`src/design/rmsn_pkg.sv`:
```
`timescale 1ns / 1ps
// shared types, widths and the reciprocal square root seed table for rms normalization
// no dependencies

package rmsn_pkg;

  localparam int SUM_W  = 38;  // sum of squares, 24 fraction bits
  localparam int LEN_W  = 7;   // row length register
  localparam int EPS_W  = 16;  // epsilon register
  localparam int DATA_W = 16;  // q3.12 samples
  localparam int MEAN_W = 31;  // mean square plus epsilon, below 2^31
  localparam int Y_W    = 32;  // reciprocal square root, 30 fraction bits
  localparam int PROD_W = 64;  // shared multiplier product
  localparam int DIV_STEPS = SUM_W;
  localparam int NEWTON_STEPS = 3;

  localparam logic [LEN_W-1:0] ROW_LENGTH_RESET = 7'd64;
  localparam logic [EPS_W-1:0] EPSILON_RESET    = 16'd17;

  localparam logic [1:0] REG_ROW_LENGTH = 2'd0;
  localparam logic [1:0] REG_EPSILON    = 2'd1;

  typedef enum logic [1:0] {
    MUL_SQ,   // y * y
    MUL_NS,   // n * s
    MUL_YD,   // y * d
    MUL_MAG   // |x * w| * y
  } mul_op_t;

  typedef struct packed {
    logic            load;        // input transaction
    logic            clear_row;
    logic            div_start;
    logic            div_step;
    logic            mean_load;
    logic            norm_init;
    logic            norm_step;
    logic            seed_load;
    logic            mul_en;
    mul_op_t         mul_op;
    logic            y_update;
    logic            xw_load;
    logic            round_load;
    logic [12:0]     rd_addr;     // element index, wide enough for depths up to 8192
    logic            last;
  } ctrl_cmd_t;

  typedef struct packed {
    logic             row_done;   // this transaction completes the row
    logic             n_low;      // normalization still needs a step
    logic [LEN_W-1:0] eff_len;
  } ctrl_status_t;

  function automatic logic [8:0] seed_lookup(input logic [3:0] idx);
    logic [8:0] v;
    unique case (idx)
      4'd4:  v = 9'd483;
      4'd5:  v = 9'd437;
      4'd6:  v = 9'd402;
      4'd7:  v = 9'd374;
      4'd8:  v = 9'd351;
      4'd9:  v = 9'd332;
      4'd10: v = 9'd316;
      4'd11: v = 9'd302;
      4'd12: v = 9'd290;
      4'd13: v = 9'd279;
      4'd14: v = 9'd269;
      4'd15: v = 9'd260;
      default: v = 9'd0;
    endcase
    return v;
  endfunction

endpackage

```
`src/design/rmsn_ctrl.sv`:
```
`timescale 1ns / 1ps
// controller: sequences load, divide, normalize, newton and emit phases
// uses rmsn_pkg

module rmsn_ctrl import rmsn_pkg::*; #(
  parameter int ROW_DEPTH = 64
) (
  input  logic         clk,
  input  logic         rst,
  input  logic         in_valid,
  output logic         in_ready,
  output logic         out_valid,
  input  logic         out_ready,
  input  ctrl_status_t status,
  output ctrl_cmd_t    cmd
);
  localparam int AW = (ROW_DEPTH > 1) ? $clog2(ROW_DEPTH) : 1;

  typedef enum logic [3:0] {
    S_LOAD, S_DIV_START, S_DIV, S_MEAN, S_NORM_INIT, S_NORM, S_SEED,
    S_SQ, S_NS, S_YD, S_YUPD, S_RD, S_XW, S_MAG, S_RND, S_OUT
  } state_t;

  state_t        state;
  logic [5:0]    div_cnt;
  logic [1:0]    nt_cnt;
  logic [AW-1:0] idx;
  logic          idx_last;

  assign idx_last = (32'(idx) + 32'd1) == 32'(status.eff_len);
  assign in_ready = (state == S_LOAD);

  always_comb begin
    cmd            = '0;
    cmd.mul_op     = MUL_SQ;
    cmd.rd_addr    = 13'(idx);
    cmd.last       = idx_last;
    cmd.load       = (state == S_LOAD) && in_valid;
    cmd.clear_row  = (state == S_OUT) && out_ready && idx_last;
    cmd.div_start  = (state == S_DIV_START);
    cmd.div_step   = (state == S_DIV);
    cmd.mean_load  = (state == S_MEAN);
    cmd.norm_init  = (state == S_NORM_INIT);
    cmd.norm_step  = (state == S_NORM) && status.n_low;
    cmd.seed_load  = (state == S_SEED);
    cmd.y_update   = (state == S_YUPD);
    cmd.xw_load    = (state == S_XW);
    cmd.round_load = (state == S_RND);
    unique case (state)
      S_SQ:  begin cmd.mul_en = 1'b1; cmd.mul_op = MUL_SQ;  end
      S_NS:  begin cmd.mul_en = 1'b1; cmd.mul_op = MUL_NS;  end
      S_YD:  begin cmd.mul_en = 1'b1; cmd.mul_op = MUL_YD;  end
      S_MAG: begin cmd.mul_en = 1'b1; cmd.mul_op = MUL_MAG; end
      default: begin end
    endcase
  end

  always_ff @(posedge clk) begin
    if (rst) begin
      state     <= S_LOAD;
      div_cnt   <= '0;
      nt_cnt    <= '0;
      idx       <= '0;
      out_valid <= 1'b0;
    end else begin
      unique case (state)
        S_LOAD: begin
          if (in_valid && status.row_done) begin
            state <= S_DIV_START;
          end
        end
        S_DIV_START: begin
          div_cnt <= '0;
          state   <= S_DIV;
        end
        S_DIV: begin
          div_cnt <= div_cnt + 6'd1;
          if (div_cnt == 6'(DIV_STEPS - 1)) begin
            state <= S_MEAN;
          end
        end
        S_MEAN:      state <= S_NORM_INIT;
        S_NORM_INIT: state <= S_NORM;
        S_NORM: begin
          if (!status.n_low) begin
            state <= S_SEED;
          end
        end
        S_SEED: begin
          nt_cnt <= '0;
          state  <= S_SQ;
        end
        S_SQ: state <= S_NS;
        S_NS: state <= S_YD;
        S_YD: state <= S_YUPD;
        S_YUPD: begin
          nt_cnt <= nt_cnt + 2'd1;
          if (nt_cnt == 2'(NEWTON_STEPS - 1)) begin
            idx   <= '0;
            state <= S_RD;
          end else begin
            state <= S_SQ;
          end
        end
        S_RD:  state <= S_XW;
        S_XW:  state <= S_MAG;
        S_MAG: state <= S_RND;
        S_RND: begin
          out_valid <= 1'b1;
          state     <= S_OUT;
        end
        S_OUT: begin
          if (out_ready) begin
            out_valid <= 1'b0;
            if (idx_last) begin
              state <= S_LOAD;
            end else begin
              idx   <= idx + AW'(1);
              state <= S_RD;
            end
          end
        end
        default: state <= S_LOAD;
      endcase
    end
  end

endmodule
```
`config.mk`:
```
export PLATFORM = sky130hd
export DESIGN_NAME = rmsn_ctrl
export DESIGN_NICKNAME = d
export VERILOG_FILES = /design/src/design/rmsn_pkg.sv /design/src/design/rmsn_ctrl.sv
export SDC_FILE = /design/constraint.sdc
export NUM_CORES = 1
export LEC_CHECK = 0
export BUFFER_PORTS_ARGS = -buffer_cell sky130_fd_sc_hd__buf_4
export CORE_ASPECT_RATIO = 1.5
export CORE_MARGIN = 4
export CORE_UTILIZATION = 51
export DETAILED_ROUTE_END_ITERATION = 8
export PLACE_DENSITY = 0.91
export SETUP_SLACK_MARGIN = 0.02
export SKIP_CTS_REPAIR_TIMING = 1
export SLEW_MARGIN = 5
export SYNTH_ARGS = -nofsm -noshare
export SYNTH_HDL_FRONTEND = slang
export SYNTH_SLANG_ARGS = --single-unit
```
`constraint.sdc`:
```
create_clock -name clk -period 2.92 [get_ports clk]
set_input_delay 0.292 -clock clk [delete_from_list [all_inputs] [get_ports clk]]
set_output_delay 0.292 -clock clk [all_outputs]
set_load 0.02 [all_outputs]
```
==> impl_metrics.prom, run 1 <==
# TYPE chip_impl_metric gauge
chip_impl_metric{name="drt_pass1_iterations",unit=""} 4
chip_impl_info{name="yosys_most_used_dff",value="dfxtp_1"} 1
chip_impl_metric{name="ys_seq_elements",unit=""} 19
chip_impl_metric{name="post_synth_inst_count",unit=""} 189
chip_impl_metric{name="design.portCount",unit=""} 43
chip_impl_metric{name="yosys_cell_types",unit=""} 44
chip_impl_metric{name="num_rows",unit=""} 23
chip_impl_info{name="yosys.area.top_type",value="dfxtp_1"} 1
chip_impl_metric{name="relSlewSlack",unit="%"} 63.2
chip_impl_metric{name="worst-slew-pin-transition",unit="ps"} 552
chip_impl_metric{name="critPathRequiredTime",unit="ps"} 2630
chip_impl_metric{name="gr-total-overflow",unit=""} 0
chip_impl_info{name="most_frequent_cells_after_synthesis",value="dfxtp_1 (19), nor2_1 (18), a21oi_1 (17)"} 1
chip_impl_metric{name="maxCapViolCount",unit=""} 0
chip_impl_info{name="timing.setup.critical_path_class",value="reg2out"} 1
chip_impl_info{name="worstPathCellList",value="ha_1, or4bb_2, o211ai_1, mux2i_1, nor4_1, buf_4"} 1
chip_impl_metric{name="first_global_vias",unit=""} 1278
chip_impl_info{name="most_numerous_cell_in_the_yosys_netlist",value="dfxtp_1"} 1
chip_impl_metric{name="timing.final.hold_violations",unit=""} 0
chip_impl_metric{name="overall_die_height",unit="um"} 72.3
chip_impl_info{name="clock_tree_from_tritoncts",value="built"} 1
chip_impl_metric{name="vias_per_cell",unit=""} 5.51
chip_impl_metric{name="r2r.worst_path.cells",unit=""} 8
chip_impl_metric{name="dpl.hpwl",unit="um"} 2390
chip_impl_metric{name="post_route_clock_skew",unit="ps"} 3.65
chip_impl_metric{name="worst_path_largest_cell_delay",unit="ps"} 620
chip_impl_metric{name="post-route-worst-setup-slack",unit="ps"} 293
chip_impl_metric{name="crit_arrival",unit="ps"} 2330
chip_impl_info{name="run_status",value="finished, final reports clean"} 1
chip_impl_metric{name="powerDensity",unit="nW/um^2"} 318
chip_impl_metric{name="drt.antenna.violating_nets",unit=""} 0
chip_impl_metric{name="synth-seq-area-share",unit="%"} 27.1
chip_impl_metric{name="clkSinkCount",unit=""} 19
chip_impl_metric{name="cts_inserted_buffers",unit=""} 3
chip_impl_metric{name="max_freq",unit="MHz"} 381
chip_impl_metric{name="gpl_congestion",unit=""} 0.860
chip_impl_metric{name="design.core.area",unit="um^2"} 2650
chip_impl_metric{name="critical_path_cell_count",unit=""} 6
chip_impl_metric{name="port_buffers",unit=""} 35
chip_impl_metric{name="detail_route.iter0.violations",unit=""} 41
chip_impl_metric{name="die-area",unit="um^2"} 3670
chip_impl_metric{name="routed_wl",unit="um"} 3230
chip_impl_metric{name="asyncSetResetFlopFracSynth",unit="%"} 0
chip_impl_metric{name="finalSetupTns",unit="ps"} 0
chip_impl_info{name="crit_end",value="cmd[26]"} 1
chip_impl_metric{name="critical_path_buf_inv_count",unit=""} 1
chip_impl_metric{name="place_ws",unit="ps"} 345
chip_impl_metric{name="post_synthesis_instance_area",unit="um^2"} 1400
chip_impl_info{name="cp_slowest_cell",value="or4bb_2"} 1
chip_impl_info{name="reg2reg_capture_point",value="idx[3]$_SDFFE_PP0P_"} 1
chip_impl_metric{name="die_w",unit="um"} 50.8
chip_impl_info{name="yosys-top-cells-area",value="dfxtp_1 (27%), a21oi_1 (6.1%), buf_4 (4.8%), nor2_1 (4.8%), nand2_1 (4.3%)"} 1
chip_impl_info{name="critical_path.endpoint_type",value="output port"} 1
chip_impl_metric{name="final-instance-count-excl-fill",unit=""} 253
chip_impl_info{name="unrepaired_setup_endpoints_after_global_routing",value="no"} 1
chip_impl_metric{name="cts.clk_slew.worst_paths",unit="ps"} 80
chip_impl_metric{name="count_of_unresolved_drc_violations_after_routing",unit=""} 0
chip_impl_metric{name="setup-violations-final",unit=""} 0
chip_impl_metric{name="post-synth-top-area-fraction",unit="%"} 27.1
chip_impl_metric{name="layout_worst_path_cycle_share",unit="%"} 90.0
chip_impl_metric{name="finalCriticalPeriod",unit="ps"} 2630
chip_impl_metric{name="final_number_of_max_transition_violations",unit=""} 0
chip_impl_metric{name="cp_max_fo",unit=""} 6
chip_impl_info{name="clk_root_buffer_cell",value="clkbuf_8"} 1
chip_impl_info{name="cp_top_family",value="simple AND/OR/NAND/NOR gates"} 1
chip_impl_metric{name="detailroute.via_count",unit=""} 1395
chip_impl_metric{name="wl_per_cell",unit="um"} 12.8
chip_impl_metric{name="worst_ir_drop_on_vdd",unit="uV"} 234
chip_impl_metric{name="dp.cells",unit=""} 246
chip_impl_metric{name="drive_gt1_share",unit="%"} 23.6
chip_impl_metric{name="clock_latency_of_the_later_clocked_register_in_the_worst_skew_pair",unit="ps"} 260
chip_impl_metric{name="clock_path_buffers",unit=""} 2
chip_impl_metric{name="static-leakage-power",unit="uW"} 0.000666
chip_impl_metric{name="n_antenna_cell",unit=""} 0
chip_impl_metric{name="yosys_warnings",unit=""} 0
chip_impl_metric{name="grt_pass1_wl",unit="um"} 5590
chip_impl_metric{name="grt_start_max_net_pins",unit=""} 21
chip_impl_metric{name="initial_utilization",unit="%"} 53.0
chip_impl_metric{name="synth_edf_count",unit=""} 0
chip_impl_info{name="crit_start",value="idx[0]$_SDFFE_PP0P_"} 1
chip_impl_metric{name="syn_area_per_cell",unit="um^2"} 7.43
chip_impl_metric{name="finish.net_count",unit=""} 234
chip_impl_metric{name="syn_to_final_growth",unit="%"} 19.6
chip_impl_info{name="min-delay-path-class",value="in2reg"} 1
chip_impl_metric{name="initial_antenna_violation_count",unit=""} 0
chip_impl_metric{name="setup.reg_to_reg.worst_slack",unit="ps"} 490
chip_impl_info{name="rr_startpoint",value="idx[0]$_SDFFE_PP0P_"} 1
chip_impl_metric{name="grt_usage",unit="%"} 19.2
chip_impl_info{name="startpoint_type",value="flop"} 1
chip_impl_metric{name="h_tree_levels",unit=""} 1
==> state kept, by name, summed over array words and instances, names as in the netlist <==
| name | flops |
|---|---|
| div_cnt | 6 |
| out_valid | 1 |
| nt_cnt | 2 |
| idx | 6 |
| state | 4 |
==> metal layers <==
layer	track usage [%]	share of wire (%)	vias to the layer above
met5	0	0	-
met4	7.49	1.4	0
met3	2.46	5.1	5
met2	35.9	52	46
met1	21.6	41	632
li1	-	-	712
==> worst min path at each step <==
stage | startpoint | end | slack, ps | depth (start not counted)
after global placement | out_valid$_SDFFE_PP0P_ | out_valid$_SDFFE_PP0P_ | 480 | 2
after CTS | rst | idx[0]$_SDFFE_PP0P_ | 350 | 2
after floorplan | div_cnt[4]$_SDFFE_PP0P_ | div_cnt[4]$_SDFFE_PP0P_ | 470 | 2
after detailed placement | out_valid$_SDFFE_PP0P_ | out_valid$_SDFFE_PP0P_ | 480 | 2
final | rst | nt_cnt[0]$_SDFFE_PP0P_ | 350 | 2
after global routing | rst | div_cnt[3]$_SDFFE_PP0P_ | 360 | 2
==> logic make-up after synthesis <==
family / share of synthesized area, %
AOI/OAI and AO/OA: 21.2
xor gates and xnor gates: 4.99
adders and majority gates: 3.57
buffers and inverters: 12.0
DFF: 27.1
muxes: 1.43
other: 0.267
and+or+nand+nor: 29.4
==> final cells by class <==
cell class | count | area, um^2
clock buffers | 3 | 41.3
clock inverters | 1 | 5.00
fillers | 248 | 968
inverters | 10 | 37.5
multi-input cells | 145 | 883
flip-flops and latches | 19 | 380
well taps | 37 | 46.3
repair buffers | 38 | 285
==> cells in the final DEF (no fill, tap or decap), types with 2 or more instances in the layout <==
cell type	instances
and3_1	2
a21oi_1	17
xnor2_1	2
nor2b_1	2
and2_1	2
or3_1	2
dfxtp_1	19
or2_2	3
xor2_1	6
nor3_1	5
nor2_1	18
inv_1	10
nor3b_1	2
nand2b_1	3
o211ai_1	7
mux2i_1	2
nand3_1	5
nand4_1	3
a31oi_1	5
or4_1	3
clkbuf_8	3
nand2_1	16
buf_4	38
ha_1	4
nor4_1	4
o21ai_0	9
conb_1	7
==> worst reg2reg max path, cell delays in order, from the launching register on <==
cell and delay (ps):
dfxtp_1 410, ha_1 270, nand3_1 180, nor2_1 180, xor2_1 370, nor3_4 120, buf_4 170, or4b_1 510
a21oi_1 160
==> through the flow <==
step           total power (uW)  util [%]  hold slack [ps]  cell area (um^2)
2_1_floorplan               328         -              465              1430
3_3_place_gp                348      60.6              475              1600
3_5_place_dp                348      60.6              481              1600
4_1_cts                     535      62.3              353              1650
5_1_grt                     556      63.4              365              1680
6_report                    533      63.4              349              1680
==> power breakdown <==
part / switching [uW] / internal [uW]
Combinational: 43.8 / 30.0
Clock: 94.5 / 95.2
Sequential: 8.22 / 262
Total: 147 / 387
Note: power is estimated with default switching activity, not from simulation.
==> run 2, diff against run 1 <==
--- a/config.mk
+++ b/config.mk
@@ -10,6 +10,7 @@
 export CORE_MARGIN = 4
 export CORE_UTILIZATION = 51
 export DETAILED_ROUTE_END_ITERATION = 8
+export MAX_ROUTING_LAYER = met4
 export PLACE_DENSITY = 0.91
 export SETUP_SLACK_MARGIN = 0.02
 export SKIP_CTS_REPAIR_TIMING = 1
==> run 2 against run 1 <==
Net effect: sequential share of layout area is the same; final area is the same; register-to-register slack is essentially flat; critical path depth is the same; global-route usage grew 0.51 points; clock skew shrank 2.0 ps; combinational power is essentially flat; total power shrank 0.22%; flip-flop and latch count is the same; via count grew 0.57%; first-iteration DRC count is the same; non-clock buffer count is the same; critical endpoint unchanged; highest routed layer unchanged.
==> impl_metrics.prom, run 2 (synthesis gave the netlist of run 1 again) <==
# TYPE chip_impl_metric gauge
chip_impl_metric{name="cts.clk_slew.worst_paths",unit="ps"} 70
chip_impl_info{name="timing.setup.critical_path_class",value="reg2out"} 1
chip_impl_metric{name="post-route-worst-setup-slack",unit="ps"} 252
chip_impl_metric{name="gpl_congestion",unit=""} 0.873
chip_impl_metric{name="maxCapViolCount",unit=""} 0
chip_impl_metric{name="design.portCount",unit=""} 43
chip_impl_metric{name="finalSetupTns",unit="ps"} 0
chip_impl_metric{name="wl_per_cell",unit="um"} 12.7
chip_impl_metric{name="final_design_area_no_fill",unit="um^2"} 1680
chip_impl_metric{name="design.core.area",unit="um^2"} 2650
chip_impl_metric{name="drt.antenna.violating_nets",unit=""} 0
chip_impl_metric{name="finalCriticalPeriod",unit="ps"} 2670
chip_impl_metric{name="multi_input_comb_area",unit="um^2"} 883
chip_impl_metric{name="clock_latency_of_the_later_clocked_register_in_the_worst_skew_pair",unit="ps"} 260
chip_impl_info{name="run_status",value="finished, final reports clean"} 1
chip_impl_metric{name="cts_inserted_buffers",unit=""} 3
chip_impl_metric{name="powerDensity",unit="nW/um^2"} 317
chip_impl_metric{name="total_power",unit="uW"} 532
chip_impl_info{name="worstHoldStart",value="rst"} 1
chip_impl_info{name="most-common-layout-cells",value="buf_4 (38), dfxtp_1 (19), nor2_1 (18)"} 1
chip_impl_info{name="top_regs",value="div_cnt: 6 flops, idx: 6 flops, state: 4 flops"} 1
chip_impl_metric{name="layout_worst_path_cycle_share",unit="%"} 91.4
chip_impl_metric{name="clock_path_buffers",unit=""} 2
chip_impl_info{name="mostFrequentLayoutCell",value="buf_4"} 1
chip_impl_metric{name="dpl.hpwl",unit="um"} 2390
chip_impl_metric{name="relSlewSlack",unit="%"} 63.2
chip_impl_metric{name="cp_max_fo",unit=""} 6
chip_impl_metric{name="post_route_clock_skew",unit="ps"} 1.67
chip_impl_metric{name="place_ws",unit="ps"} 345
chip_impl_metric{name="final-instance-count-excl-fill",unit=""} 253
chip_impl_metric{name="setup.reg_to_reg.worst_slack",unit="ps"} 490
chip_impl_metric{name="static-leakage-power",unit="uW"} 0.000666
chip_impl_info{name="unrepaired_setup_endpoints_after_global_routing",value="no"} 1
chip_impl_metric{name="syn_to_final_growth",unit="%"} 19.6
chip_impl_metric{name="overall_die_height",unit="um"} 72.3
chip_impl_metric{name="area.sequential",unit="um^2"} 380
chip_impl_info{name="clock_tree_from_tritoncts",value="built"} 1
chip_impl_metric{name="initial_utilization",unit="%"} 53.0
chip_impl_metric{name="grt_pass1_wl",unit="um"} 5580
chip_impl_metric{name="grt_usage",unit="%"} 19.7
chip_impl_metric{name="dp.cells",unit=""} 246
chip_impl_metric{name="crit_arrival",unit="ps"} 2380
chip_impl_metric{name="worst_ir_drop_on_vdd",unit="uV"} 235
chip_impl_metric{name="routed_wl",unit="um"} 3210
chip_impl_metric{name="initial_antenna_violation_count",unit=""} 0
chip_impl_metric{name="worst-slew-pin-transition",unit="ps"} 552
chip_impl_metric{name="h_tree_levels",unit=""} 1
chip_impl_metric{name="die-area",unit="um^2"} 3670
chip_impl_metric{name="detailroute.via_count",unit=""} 1403
chip_impl_metric{name="drt_pass1_iterations",unit=""} 4
chip_impl_metric{name="finish.net_count",unit=""} 234
chip_impl_metric{name="vias_per_cell",unit=""} 5.55
chip_impl_info{name="critical_path.endpoint_type",value="output port"} 1
chip_impl_metric{name="grt_start_max_net_pins",unit=""} 21
chip_impl_metric{name="timing.final.hold_violations",unit=""} 0
chip_impl_metric{name="critPathRequiredTime",unit="ps"} 2630
chip_impl_info{name="rr_startpoint",value="idx[0]$_SDFFE_PP0P_"} 1
chip_impl_metric{name="n_antenna_cell",unit=""} 0
chip_impl_info{name="clk_root_buffer_cell",value="clkbuf_8"} 1
chip_impl_info{name="min-delay-path-class",value="in2reg"} 1
chip_impl_metric{name="count_of_unresolved_drc_violations_after_routing",unit=""} 0
chip_impl_metric{name="final_number_of_max_transition_violations",unit=""} 0
chip_impl_metric{name="num_rows",unit=""} 23
chip_impl_metric{name="r2r.worst_path.cells",unit=""} 8
chip_impl_info{name="crit_start",value="idx[0]$_SDFFE_PP0P_"} 1
chip_impl_metric{name="die_w",unit="um"} 50.8
chip_impl_metric{name="gr-total-overflow",unit=""} 0
chip_impl_metric{name="detail_route.iter0.violations",unit=""} 41
chip_impl_metric{name="port_buffers",unit=""} 35
chip_impl_metric{name="cell_area_placed",unit="um^2"} 1600
chip_impl_metric{name="max_freq",unit="MHz"} 375
chip_impl_metric{name="setup-violations-final",unit=""} 0
chip_impl_info{name="startpoint_type",value="flop"} 1
chip_impl_metric{name="drive_gt1_share",unit="%"} 23.6
chip_impl_metric{name="clkSinkCount",unit=""} 19
chip_impl_metric{name="first_global_vias",unit=""} 1275
chip_impl_info{name="crit_end",value="cmd[26]"} 1
chip_impl_info{name="reg2reg_capture_point",value="idx[3]$_SDFFE_PP0P_"} 1
chip_impl_metric{name="fill_count",unit=""} 248
## run 2: cell counts in the layout (fill, tap and decap cells not counted)
Identical to the previous run, type by type.
## run 2: report_power, final
part	internal [uW]	switching, uW
Clock	95.2	93.4
Sequential	262	8.22
Combinational	30.0	43.7
Total	387	145
## run 2: metal layers
layer	vias up	wire length, um	track usage, %	part of all wire [%]
met5	-	0	-	0
met4	0	45	7.49	1.4
met3	5	159	2.46	5.0
met2	42	1700	35.9	53
met1	644	1310	21.5	41
li1	712	-	-	-
## run 2: worst min path at each step
stage	end	slack (ps)	cells past startpoint
floorplan	div_cnt[4]$_SDFFE_PP0P_	470	2
global placement	out_valid$_SDFFE_PP0P_	480	2
detailed placement	out_valid$_SDFFE_PP0P_	480	2
CTS	idx[0]$_SDFFE_PP0P_	350	2
global route	div_cnt[3]$_SDFFE_PP0P_	360	2
finish	nt_cnt[0]$_SDFFE_PP0P_	350	2
## run 2: cell type report
class,count,area share (%)
multi-input cells,145,52.6
flip-flops and latches,19,22.7
repair buffers,38,17.0
well taps,37,2.76
clock buffers,3,2.46
inverters,10,2.24
clock inverters,1,0.298
## run 2: through the flow
stage	hold WS, ps	util (%)
after floorplan	465	-
after CTS	353	62.3
after detailed placement	481	60.6
after global placement	475	60.6
final	350	63.4
after global routing	365	63.4
## run 2: worst max-delay path, cell delays in order, from the launching register on
cell,delay [ps]
dfxtp_1,410
ha_1,270
or4bb_2,620
o211ai_1,100
mux2i_1,180
nor4_1,330
buf_4,210
